$ cat src/hw/rtl/ddbc_pkg.sv
// ----------------------------------------------------------------------------
// ddbc_pkg: shared types and constants for the drive balance controller
// Register map, datapath widths and the bit-serial multiplier interface.
// ----------------------------------------------------------------------------
package ddbc_pkg;

	localparam int DataW = 32;
	localparam int NumRegs = 8;
	localparam int AddrW = 5;

	localparam logic [2:0] REG_INV_RADIUS = 3'd0;
	localparam logic [2:0] REG_HALF_TRACK = 3'd1;
	localparam logic [2:0] REG_MAX_SPEED = 3'd2;
	localparam logic [2:0] REG_INC_GAIN = 3'd3;
	localparam logic [2:0] REG_SPD_PGAIN = 3'd4;
	localparam logic [2:0] REG_SPD_IGAIN = 3'd5;
	localparam logic [2:0] REG_LEG_MIN = 3'd6;
	localparam logic [2:0] REG_LEG_MAX = 3'd7;

	localparam logic signed [DataW-1:0] S32Max = 32'sh7fffffff;
	localparam logic signed [DataW-1:0] S32Min = 32'sh80000000;

	// Multiplier request from the sequencer.
	typedef struct packed {
		logic start;
		logic signed [DataW-1:0] a;
		logic signed [DataW-1:0] b;
	} mul_req_t;

	typedef struct packed {
		logic done;
		logic signed [DataW-1:0] q;
	} mul_rsp_t;

	function automatic logic signed [DataW-1:0] sat33(input logic signed [DataW:0] v);
		logic signed [DataW-1:0] r;
		r = v[DataW-1:0];
		if (v[DataW] != v[DataW-1]) r = v[DataW] ? S32Min : S32Max;
		return r;
	endfunction

	function automatic logic signed [DataW-1:0] add_sat(input logic signed [DataW-1:0] a,
			input logic signed [DataW-1:0] b);
		return sat33({a[DataW-1], a} + {b[DataW-1], b});
	endfunction

	function automatic logic signed [DataW-1:0] sub_sat(input logic signed [DataW-1:0] a,
			input logic signed [DataW-1:0] b);
		return sat33({a[DataW-1], a} - {b[DataW-1], b});
	endfunction

endpackage

$ cat src/hw/rtl/ddbc_qmul.sv
// ----------------------------------------------------------------------------
// ddbc_qmul: bit-serial Q16.16 multiplier
// Shift-and-add over the 32 multiplier bits, then floor by 2^16 and saturate to 32 bits.
// ----------------------------------------------------------------------------
module ddbc_qmul
	import ddbc_pkg::*;
(
	input  logic     clk,
	input  logic     arst_n,
	input  mul_req_t req,
	output mul_rsp_t rsp
);

	logic        busy_q;
	logic [4:0]  cnt_q;
	logic signed [2*DataW-1:0] acc_q;
	logic signed [2*DataW-1:0] mcand_q;
	logic [DataW-1:0] mplier_q;
	logic        done_q;
	logic signed [2*DataW-1:0] addend;
	logic signed [2*DataW-1:0] acc_next;
	logic signed [2*DataW-17:0] shifted;

	// The top multiplier bit carries negative weight.
	always_comb begin
		addend = mplier_q[0] ? mcand_q : '0;
		if (cnt_q == 5'd31) addend = -addend;
		acc_next = acc_q + addend;
	end

	always_ff @(posedge clk or negedge arst_n) begin
		if (!arst_n) begin
			busy_q <= 1'b0;
			done_q <= 1'b0;
			cnt_q <= '0;
		end else begin
			done_q <= 1'b0;
			if (req.start) begin
				busy_q <= 1'b1;
				cnt_q <= '0;
			end else if (busy_q) begin
				cnt_q <= cnt_q + 5'd1;
				if (cnt_q == 5'd31) begin
					busy_q <= 1'b0;
					done_q <= 1'b1;
				end
			end
		end
	end

	always_ff @(posedge clk) begin
		if (req.start) begin
			acc_q <= '0;
			mcand_q <= {{DataW{req.a[DataW-1]}}, req.a};
			mplier_q <= req.b;
		end else if (busy_q) begin
			acc_q <= acc_next;
			mcand_q <= mcand_q <<< 1;
			mplier_q <= mplier_q >> 1;
		end
	end

	// Arithmetic shift gives floor; saturate the 48-bit quotient.
	assign shifted = acc_q[2*DataW-1:16];
	always_comb begin
		rsp.done = done_q;
		rsp.q = shifted[DataW-1:0];
		if (shifted > 48'sh00007fffffff) rsp.q = S32Max;
		else if (shifted < -48'sh000080000000) rsp.q = S32Min;
	end

endmodule

$ cat src/hw/rtl/differential_drive_balance_controller.sv
// ----------------------------------------------------------------------------
// differential_drive_balance_controller: wheel and leg control per tick
// Each multiply runs start, shift-add steps and done; 6 multiplies in balance
// mode plus a leg state and an output state, 3 multiplies in ground mode. One
// tick at a time; the next input beat is taken in the cycle after the result is
// registered, even while the result waits. The single bit-serial multiplier is
// shared by all multiplies.
// Reset clears the registers to defaults, the integral and mode history.
// ----------------------------------------------------------------------------
module differential_drive_balance_controller
	import ddbc_pkg::*;
(
	input  logic clk,
	input  logic arst_n,
	input  logic psel,
	input  logic penable,
	input  logic pwrite,
	input  logic [AddrW-1:0] paddr,
	input  logic [DataW-1:0] pwdata,
	output logic [DataW-1:0] prdata,
	output logic pready,
	input  logic in_valid,
	output logic in_ready,
	input  logic signed [31:0] lin_vel_target,
	input  logic signed [31:0] ang_vel_target,
	input  logic signed [31:0] incline_target,
	input  logic signed [31:0] incline_measured,
	input  logic signed [31:0] speed_measured,
	input  logic signed [31:0] leg_target_front,
	input  logic signed [31:0] leg_target_back,
	input  logic [3:0] contact_bits,
	output logic out_valid,
	input  logic out_ready,
	output logic signed [31:0] front_left_speed,
	output logic signed [31:0] front_right_speed,
	output logic signed [31:0] back_left_speed,
	output logic signed [31:0] back_right_speed,
	output logic signed [31:0] front_leg_cmd,
	output logic signed [31:0] back_leg_cmd,
	output logic balancing
);

	// Sequencer states
	localparam logic [3:0] ST_IDLE = 4'd0;
	localparam logic [3:0] ST_FWD = 4'd1;  // fwd = err_inc * gain
	localparam logic [3:0] ST_TURN = 4'd2;  // turn = w * half_track
	localparam logic [3:0] ST_LEFT = 4'd3;
	localparam logic [3:0] ST_RIGHT = 4'd4;
	localparam logic [3:0] ST_PTERM = 4'd5;
	localparam logic [3:0] ST_ITERM = 4'd6;
	localparam logic [3:0] ST_LEGS = 4'd7;
	localparam logic [3:0] ST_OUT = 4'd8;

	// Configuration registers
	logic [30:0] inv_radius_q, half_track_q, max_speed_q;
	logic signed [31:0] inc_gain_q, pgain_q, igain_q, leg_min_q, leg_max_q;
	logic [2:0] reg_idx;
	logic cfg_wr;

	assign pready = 1'b1;
	assign reg_idx = paddr[4:2];
	assign cfg_wr = psel && penable && pwrite;

	always_ff @(posedge clk or negedge arst_n) begin
		if (!arst_n) begin
			inv_radius_q <= 31'd65536;
			half_track_q <= 31'd65536;
			max_speed_q <= 31'd655360;
			inc_gain_q <= '0;
			pgain_q <= '0;
			igain_q <= '0;
			leg_min_q <= -32'sd205887;
			leg_max_q <= 32'sd205887;
		end else if (cfg_wr) begin
			case (reg_idx)
				REG_INV_RADIUS: inv_radius_q <= pwdata[30:0];
				REG_HALF_TRACK: half_track_q <= pwdata[30:0];
				REG_MAX_SPEED: max_speed_q <= pwdata[30:0];
				REG_INC_GAIN: inc_gain_q <= pwdata;
				REG_SPD_PGAIN: pgain_q <= pwdata;
				REG_SPD_IGAIN: igain_q <= pwdata;
				REG_LEG_MIN: leg_min_q <= pwdata;
				REG_LEG_MAX: leg_max_q <= pwdata;
				default: ;
			endcase
		end
	end

	always_comb begin
		case (reg_idx)
			REG_INV_RADIUS: prdata = {1'b0, inv_radius_q};
			REG_HALF_TRACK: prdata = {1'b0, half_track_q};
			REG_MAX_SPEED: prdata = {1'b0, max_speed_q};
			REG_INC_GAIN: prdata = inc_gain_q;
			REG_SPD_PGAIN: prdata = pgain_q;
			REG_SPD_IGAIN: prdata = igain_q;
			REG_LEG_MIN: prdata = leg_min_q;
			REG_LEG_MAX: prdata = leg_max_q;
			default: prdata = '0;
		endcase
	end

	// Working registers for one tick
	logic [3:0] state_q;
	logic signed [31:0] ang_q, err_inc_q, err_spd_q, legf_q, legb_q;
	logic signed [31:0] vel_q, turn_q, left_q, right_q, pterm_q, bias_q;
	logic [3:0] contact_q;
	logic bal_q;
	logic signed [31:0] integ_q;
	logic last_bal_q;
	logic pend_q;      // multiply issued, waiting for done

	// Output register
	logic out_valid_q;
	logic signed [31:0] fl_q, fr_q, bl_q, br_q, fleg_q, bleg_q;
	logic bal_out_q;
	logic out_load;

	mul_req_t mreq;
	mul_rsp_t mrsp;

	ddbc_qmul u_qmul (
		.clk(clk),
		.arst_n(arst_n),
		.req(mreq),
		.rsp(mrsp)
	);

	logic in_bal;
	assign in_bal = (contact_bits == 4'd1) || (contact_bits == 4'd2);
	assign in_ready = (state_q == ST_IDLE);

	// Load the result register once the previous beat has left
	assign out_load = (state_q == ST_OUT) && (!out_valid_q || out_ready);

	// Multiplier operands for the current state
	logic signed [31:0] vmax;
	always_comb begin
		mreq.start = (state_q != ST_IDLE) && (state_q != ST_LEGS) && (state_q != ST_OUT)
			&& !pend_q;
		mreq.a = '0;
		mreq.b = '0;
		case (state_q)
			ST_FWD: begin mreq.a = err_inc_q; mreq.b = inc_gain_q; end
			ST_TURN: begin mreq.a = ang_q; mreq.b = {1'b0, half_track_q}; end
			ST_LEFT: begin mreq.a = sub_sat(vel_q, turn_q); mreq.b = {1'b0, inv_radius_q}; end
			ST_RIGHT: begin mreq.a = add_sat(vel_q, turn_q); mreq.b = {1'b0, inv_radius_q}; end
			ST_PTERM: begin mreq.a = err_spd_q; mreq.b = pgain_q; end
			ST_ITERM: begin mreq.a = integ_q; mreq.b = igain_q; end
			default: ;
		endcase
		vmax = {1'b0, max_speed_q};
	end

	function automatic logic signed [31:0] clamp(input logic signed [31:0] v,
			input logic signed [31:0] lo, input logic signed [31:0] hi);
		logic signed [31:0] r;
		r = v;
		if (r < lo) r = lo;
		if (r > hi) r = hi;
		return r;
	endfunction

	logic signed [31:0] legf_bias, legb_bias;
	assign legf_bias = (bal_q && contact_q[0]) ? sub_sat(legf_q, bias_q) : legf_q;
	assign legb_bias = (bal_q && contact_q[1]) ? sub_sat(legb_q, bias_q) : legb_q;

	always_ff @(posedge clk or negedge arst_n) begin
		if (!arst_n) begin
			state_q <= ST_IDLE;
			pend_q <= 1'b0;
			integ_q <= '0;
			last_bal_q <= 1'b0;
			out_valid_q <= 1'b0;
		end else begin
			if (out_load) out_valid_q <= 1'b1;
			else if (out_valid_q && out_ready) out_valid_q <= 1'b0;
			if (mreq.start) pend_q <= 1'b1;
			if (mrsp.done) pend_q <= 1'b0;
			case (state_q)
				ST_IDLE: begin
					if (in_valid) begin
						// Clear the integral on a mode change; in balance mode, then accumulate.
						if (in_bal) begin
							integ_q <= add_sat((in_bal != last_bal_q) ? '0 : integ_q,
								sub_sat(lin_vel_target, speed_measured));
						end else if (in_bal != last_bal_q) begin
							integ_q <= '0;
						end
						last_bal_q <= in_bal;
						state_q <= in_bal ? ST_FWD : ST_TURN;
					end
				end
				ST_FWD: if (mrsp.done) state_q <= ST_TURN;
				ST_TURN: if (mrsp.done) state_q <= ST_LEFT;
				ST_LEFT: if (mrsp.done) state_q <= ST_RIGHT;
				ST_RIGHT: if (mrsp.done) state_q <= bal_q ? ST_PTERM : ST_LEGS;
				ST_PTERM: if (mrsp.done) state_q <= ST_ITERM;
				ST_ITERM: if (mrsp.done) state_q <= ST_LEGS;
				ST_LEGS: state_q <= ST_OUT;
				ST_OUT: begin
					// Hold until the previous result beat has left.
					if (out_load) state_q <= ST_IDLE;
				end
				default: state_q <= ST_IDLE;
			endcase
		end
	end

	// Payload: capture operands and products
	always_ff @(posedge clk) begin
		if (state_q == ST_IDLE && in_valid) begin
			vel_q <= lin_vel_target;
			ang_q <= ang_vel_target;
			err_inc_q <= sub_sat(incline_target, incline_measured);
			err_spd_q <= sub_sat(lin_vel_target, speed_measured);
			legf_q <= leg_target_front;
			legb_q <= leg_target_back;
			contact_q <= contact_bits;
			bal_q <= in_bal;
		end
		if (mrsp.done) begin
			case (state_q)
				ST_FWD: vel_q <= mrsp.q;
				ST_TURN: turn_q <= mrsp.q;
				ST_LEFT: left_q <= clamp(mrsp.q, -vmax, vmax);
				ST_RIGHT: right_q <= clamp(mrsp.q, -vmax, vmax);
				ST_PTERM: pterm_q <= mrsp.q;
				ST_ITERM: bias_q <= add_sat(pterm_q, mrsp.q);
				default: ;
			endcase
		end
		if (state_q == ST_LEGS) begin
			legf_q <= clamp(legf_bias, leg_min_q, leg_max_q);
			legb_q <= clamp(legb_bias, leg_min_q, leg_max_q);
		end
		if (out_load) begin
			fl_q <= contact_q[0] ? left_q : '0;
			fr_q <= contact_q[0] ? right_q : '0;
			bl_q <= contact_q[1] ? left_q : '0;
			br_q <= contact_q[1] ? right_q : '0;
			fleg_q <= legf_q;
			bleg_q <= legb_q;
			bal_out_q <= bal_q;
		end
	end

	assign out_valid = out_valid_q;
	assign front_left_speed = fl_q;
	assign front_right_speed = fr_q;
	assign back_left_speed = bl_q;
	assign back_right_speed = br_q;
	assign front_leg_cmd = fleg_q;
	assign back_leg_cmd = bleg_q;
	assign balancing = bal_out_q;

	// Drop a stalled result never: it must hold while waiting.
	a_out_hold: assert property (@(posedge clk) disable iff (!arst_n)
		out_valid && !out_ready |=> out_valid && $stable(front_leg_cmd))
		else $error("result beat changed while stalled");
	a_mul_only_busy: assert property (@(posedge clk) disable iff (!arst_n)
		mrsp.done |-> state_q != ST_IDLE)
		else $error("multiplier finished with sequencer idle");
	a_mode_track: assert property (@(posedge clk) disable iff (!arst_n)
		in_valid && in_ready |=> last_bal_q == bal_q)
		else $error("mode history not updated");

endmodule
$ cat config.mk
export PLATFORM = sky130hd
export DESIGN_NAME = differential_drive_balance_controller
export DESIGN_NICKNAME = d
export VERILOG_FILES = /design/src/hw/rtl/ddbc_pkg.sv /design/src/hw/rtl/ddbc_qmul.sv /design/src/hw/rtl/differential_drive_balance_controller.sv
export SDC_FILE = /design/constraint.sdc
export NUM_CORES = 2
export LEC_CHECK = 0
export ABC_AREA = 1
export BUFFER_PORTS_ARGS = -buffer_cell sky130_fd_sc_hd__buf_2
export CAP_MARGIN = 20
export CORE_MARGIN = 5
export CORE_UTILIZATION = 40
export DETAILED_ROUTE_END_ITERATION = 8
export SLEW_MARGIN = 5
export SYNTH_ARGS = -nofsm -noshare
export SYNTH_HDL_FRONTEND = slang
export SYNTH_HIERARCHICAL = 1
export SYNTH_SLANG_ARGS = --single-unit
$ cat constraint.sdc
create_clock -name clk -period 9.2 [get_ports clk]
set_clock_uncertainty 0.05 [all_clocks]
set_input_delay 0.92 -clock clk [delete_from_list [all_inputs] [get_ports clk]]
set_output_delay 0.92 -clock clk [all_outputs]
set_load 0.02 [all_outputs]
# Word level (Yosys, flattened, before mapping)
# Cells that the tools add are included.
[word_totals]
inputBits = 272
regBits = 1007
[classes]
order_cmp = 9
eq_ne = 37
mux = 76
n_reduce_logical = 36
n_addsub = 12
[ops]
columns = ["cell", "count"]
rows = [
  ["32-bit 2-to-1 mux", 45],
  ["64-bit case mux with 6 select lines", 1],
  ["64-bit 2-to-1 mux", 4],
  ["32-bit case mux with 8 select lines", 1],
  ["32-bit by 32-bit subtractor with 33-bit output", 5],
  ["32-bit greater-than comparator", 4],
  ["32-bit by 32-bit adder with 33-bit output", 3],
  ["32-bit less-than comparator", 3],
  ["64-bit adder", 1],
  ["64-bit negation", 1],
  ["31-bit 2-to-1 mux", 2],
  ["48-bit by 32-bit greater-than comparator with 1-bit output (second input constant)", 1],
  ["48-bit by 32-bit less-than comparator with 1-bit output (second input constant)", 1],
  ["4-bit case mux with 9 select lines", 1],
  ["4-bit 2-to-1 mux", 8],
  ["31-bit negation with 32-bit output", 1],
  ["2-bit AND reduction", 14],
  ["4-bit by 3-bit == test with 1-bit output (second input constant)", 4],
  ["3-bit == test (second input constant)", 4],
  ["4-bit by 2-bit == test with 1-bit output (second input constant)", 3],
  ["2-bit by 1-bit != test with 1-bit output (second input constant)", 6],
  ["1-bit logical AND", 10],
  ["1-bit 2-to-1 mux", 10],
  ["5-bit 2-to-1 mux", 2],
  ["other kinds (18)", 35],
]

# Longest topological paths before layout
[depth]
word_depth = 10
depth_mapped = 54
ltp_nobuf = 52

# By module
# The synthesis kept the hierarchy.
[by_module_without_submodules]
columns = ["mod", "seq_area_each_um2", "area_per_inst_um2", "instances", "cells_per_inst"]
rows = [
  ["differential_drive_balance_controller", 23488.8, 55573.3, 1, 6902],
  ["ddbc_qmul", 4339.2, 14073.5, 1, 2185],
]

# Worst setup path before layout
# OpenSTA, ideal clock, no wires.
[synth_timing]
kind = "input-to-reg"
startpoint = "input port out_ready"
endpoint = "register bl_q[0], in the netlist back_left_speed[0] (enable)"
t_arrival_ns = 8.926
required_ns = 8.400
path_slack_ns = -0.526
n_path_buf = 0
path_stages = 2
cell_sequence = "nor2_1 > nor2_1"
[synth_via]
elab_chain_len = 2
[synth_lines]
columns = ["item", "line_no", "text"]
rows = [
  ["from (decl)", "differential_drive_balance_controller.sv:33", "input logic out_ready,"],
  ["1-bit logical OR", "differential_drive_balance_controller.sv:134", "assign out_load = (state_q == ST_OUT) && (!out_valid_q || out_ready);"],
  ["1-bit logical AND", "differential_drive_balance_controller.sv:134", ""],
  ["net out_load", "differential_drive_balance_controller.sv:117", "logic out_load;"],
  ["to (signal assigned)", "differential_drive_balance_controller.sv:240", "bl_q <= contact_q[1] ? left_q : '0;"],
  ["to (decl)", "differential_drive_balance_controller.sv:115", "logic signed [31:0] fl_q, fr_q, bl_q, br_q, fleg_q, bleg_q;"],
]
# The timed path passes the listed nets, and every way through them passes these cells.
# A chain may end at the register's enable or synchronous reset.

# Final worst setup path
[layout_timing]
startpoint = "register legf_q[2]"
endpoint = "register legf_q[14], data pin"
[layout_via]
elab_chain_len = 10
[layout_lines]
columns = ["item", "line_no", "text"]
rows = [
  ["from (decl)", "differential_drive_balance_controller.sv:105", "logic signed [31:0] ang_q, err_inc_q, err_spd_q, legf_q, legb_q;"],
  ["from (signal assigned)", "differential_drive_balance_controller.sv:217", "legf_q <= leg_target_front;"],
  ["from (signal assigned)", "differential_drive_balance_controller.sv:234", "legf_q <= clamp(legf_bias, leg_min_q, leg_max_q);"],
  ["32-bit by 32-bit subtractor with 33-bit output", "ddbc_pkg.sv:49", "return sat33({a[DataW-1], a} - {b[DataW-1], b});"],
  ["32-bit 2-to-1 mux or 1-bit != test (tied branches)", "ddbc_pkg.sv:38", "if (v[DataW] != v[DataW-1]) r = v[DataW] ? S32Min : S32Max;"],
  ["32-bit 2-to-1 mux", "ddbc_pkg.sv:38", ""],
  ["32-bit 2-to-1 mux (*)", "differential_drive_balance_controller.sv:165", "assign legf_bias = (bal_q && contact_q[0]) ? sub_sat(legf_q, bias_q) : legf_q;"],
  ["32-bit less-than comparator", "differential_drive_balance_controller.sv:159", "if (r < lo) r = lo;"],
  ["32-bit 2-to-1 mux (*)", "differential_drive_balance_controller.sv:159", ""],
  ["32-bit 2-to-1 mux (*)", "differential_drive_balance_controller.sv:233", "if (state_q == ST_LEGS) begin"],
  ["32-bit greater-than comparator", "differential_drive_balance_controller.sv:160", "if (r > hi) r = hi;"],
  ["32-bit 2-to-1 mux (*)", "differential_drive_balance_controller.sv:160", ""],
  ["32-bit 2-to-1 mux (*)", "differential_drive_balance_controller.sv:233", ""],
]
# Mark *: on every way between the ends. The rest lies on a longest branch, timed or not. The select of a mux whose other input is x is not followed.

==> impl_metrics.toml <==
[run_status]
status = "completed"

[yosys]
ys_seq_elements = 1007
ys_async_sr_fraction = 0.2969
ys.flop_type = "edfxtp_1"
avgSynthCellArea_um2 = 7.664
syn_nets = 9899
syn_area_mm2 = 0.06965
synthCells = 9087
yosysWarnings = 6
yosysSeqAreaShare = 0.3996
ys_types = 67
synth_top_area_frac = 0.2639
synth.area.top_cells = "edfxtp_1 26%, nand2_1 12%, ha_1 9.5%"
yosysTopAreaCell = "edfxtp_1"
synth-edff-count = 612

[routing]
post_drt_wl_per_cell_um = 22.03
viasPerCell = 5.421
routed_wl_mm = 263.7
met3WireLength_mm = 16.34
wl_met1_mm = 109.5
drc = 0
drt_pass1_iterations = 7
wl_met2_mm = 119.9
dr.max_layer_used = "met5"
antenna_left = 0
drt_iter0_drc = 6130
dr_total_vias = 64889

[global_routing]
grt_pass1_wl_mm = 385.5
grt_max_degree = 165
grt_overflow = 0
grt_pass1_vias = 61138
antenna_found_initial = 20
grt_util_all_layers = 0.2793

[clock_tree]
worstSkewPairLatency_ps = 760
root_buffer = "clkbuf_16"
numCtsBuffers = 111
clockBufferDepth = 3
clock_sinks = 1007
htree_levels = 3
path_clk_slew_ps = 60
postCtsHoldBufs = 0
cts_tree = "yes"

[sta]
grt_setup_unrepaired = "false"
fin_crit_sh = 0.9285
timing.final.ws_setup_ps = 658.0
slew_violations = 0
finalSetupTns_ps = 0
hold_ws_ps = 133.7
tightest_slew_ps = 1168
hold_violations = 0
finalSetupViolCount = 0
post-route-min-period_ps = 8542
slew_headroom = 0.2194
fmax_mhz = 117.1

[floorplanning]
dieHeight_um = 427.3
boundaryPins = 500
die_w_um = 427.3
core_mm2 = 0.1734
initial_core_util = 0.4016
die_area_mm2 = 0.1826
rows = 153

[final_layout]
syn2layout_area_growth_pct = 13.73
top_regs = "u_qmul/acc_q (64), u_qmul/mcand_q (64)"
fill_cells = 17454
fin_nets = 10346
drive_above_1_share = 0.1083
stdcell_count = 11971

[critical_path]
worstReg2RegStart = "legf_q[2]"
critical_path_buf_inv_count = 8
cpPeakStageDelay_ps = 430
cp.arrival_ps = 8990
setup.worst_path.start = "legf_q[2]"
cpMostUsedCell = "nand2_1"
slowest_stage = "edfxtp_1"
worstPathMaxFanout = 64
r2r_setup_slack_ps = 660
path_delay_family = "simple AND/OR/NAND/NOR gates"
critical_path_class = "reg2reg"
required_ps = 9650
cp-end-kind = "register"
crit_end = "legf_q[14]"
cp-start-kind = "register"
rr_endpoint = "legf_q[14]"
r2r_cells = 49
cp_num_cells = 49

[placed_design]
dp_slack_ps = 339.2
port_buffers = 496
place_congestion = 0.9927
hpwl_mm = 208.1
dp_cells = 11743

[run]
drv_cap = 0

[power]
vdd_drop_max_v = 0.0003039
power.leakage_uw = 0.03815
p_per_area_mw_per_mm2 = 355.8

[min_path]
min_path_type = "in2async"
[cells in the mapped netlist (10+ instances only)]
library cell,n
o2111ai_1,10
inv_2,15
dfxtp_1,96
clkbuf_1,282
nand2_2,33
o21bai_1,35
ha_1,531
o31ai_1,13
a22oi_1,12
nor2_1,592
nand2_1,2234
a211oi_1,14
a21o_1,16
o221ai_1,51
a21boi_1,11
a221oi_1,75
buf_1,15
nor4_1,43
inv_1,1326
nand3_1,427
xnor2_1,69
a31oi_1,60
or2_2,24
xor2_1,205
o21ai_1,140
o211ai_1,73
nand4_1,72
o22ai_1,81
edfxtp_1,612
dfstp_2,37
nor3_1,73
nor2_2,12
o21a_1,29
dfrtp_1,262
buf_2,17
o21ai_0,742
a21oi_1,634
[layout make-up]
cell class,count,area (um2),share of cell area
clock buffer,133,2979,0.03761
timing repair buffer,662,3920,0.04949
sequential,1007,27830,0.3513
multi-input combinational,6404,35620,0.4497
inverter,1348,5066,0.06396
antenna,17,42.54,0.0005371
clock inverter,75,839.6,0.01060
tap,2325,2909,0.03673
[worst min path at each step]
stage	slack (ps)	startpoint	to	depth (start not counted)
floorplan	380	u_qmul/acc_q[10]	u_qmul/acc_q[10]	2
global placement	390	u_qmul/acc_q[13]	u_qmul/acc_q[13]	2
detailed placement	410	u_qmul/acc_q[11]	u_qmul/acc_q[11]	2
CTS	110	arst_n	integ_q[8]	1
global route	160	arst_n	integ_q[8]	1
finish	130	arst_n	integ_q[8]	1
[timing repair]
action,in CTS,in global routing
setup buffers,0,1
setup endpoints to repair,0,82
gates resized for setup,0,11
[through the flow]
step           power, uW  cell area, um2  utilization
6_report           28180           79210       0.4567
3_3_place_gp       23010           75210       0.4336
4_1_cts            28050           79060       0.4558
3_5_place_dp       23230           75240       0.4338
2_1_floorplan      17660           69650            -
5_1_grt            30290           79200       0.4566
[cell families (layout without fill, tap and decap cells)]
logic type,count (synthesis),count (layout),share of synthesized area
simple gates,3554,3554,0.2105
buf+inv,1676,2218,0.09187
xor+xnor,274,274,0.03446
compound gates,2035,2035,0.1656
fa+ha+maj,540,540,0.09798
other cells,1,18,0.00005384
flops,1007,1007,0.3996
[routing by layer]
metal | vias up | global-route usage
li1 | 31328 | -
met1 | 30520 | 0.3613
met3 | 508 | 0.02912
met5 | - | 0
met4 | 2 | 0.1649
met2 | 2531 | 0.4534
[placed cells by master, fill, tap and decap left out, types with 60 or more instances in the layout]
cell type,n
nand2_1,2228
a21oi_1,632
nor2_1,574
nor3_1,69
buf_4,151
o21ai_1,139
xor2_1,205
o22ai_1,81
o21ai_0,741
a31oi_1,60
edfxtp_1,612
ha_1,531
clkbuf_16,115
nand3_1,425
a221oi_1,75
inv_1,1321
o211ai_1,73
xnor2_1,69
dfrtp_1,262
nand4_1,72
dfxtp_1,96
buf_2,495
[power breakdown]
group / internal, uW / total [uW] / switching (uW) / leakage, uW
clock: 2700 / 4710 / 2010 / 0.00185
sequential: 6370 / 7130 / 760 / 0.0101
combinational: 5200 / 16300 / 11100 / 0.0262
total: 14300 / 28200 / 13900 / 0.0382
(Power assumes the default switching activity.)
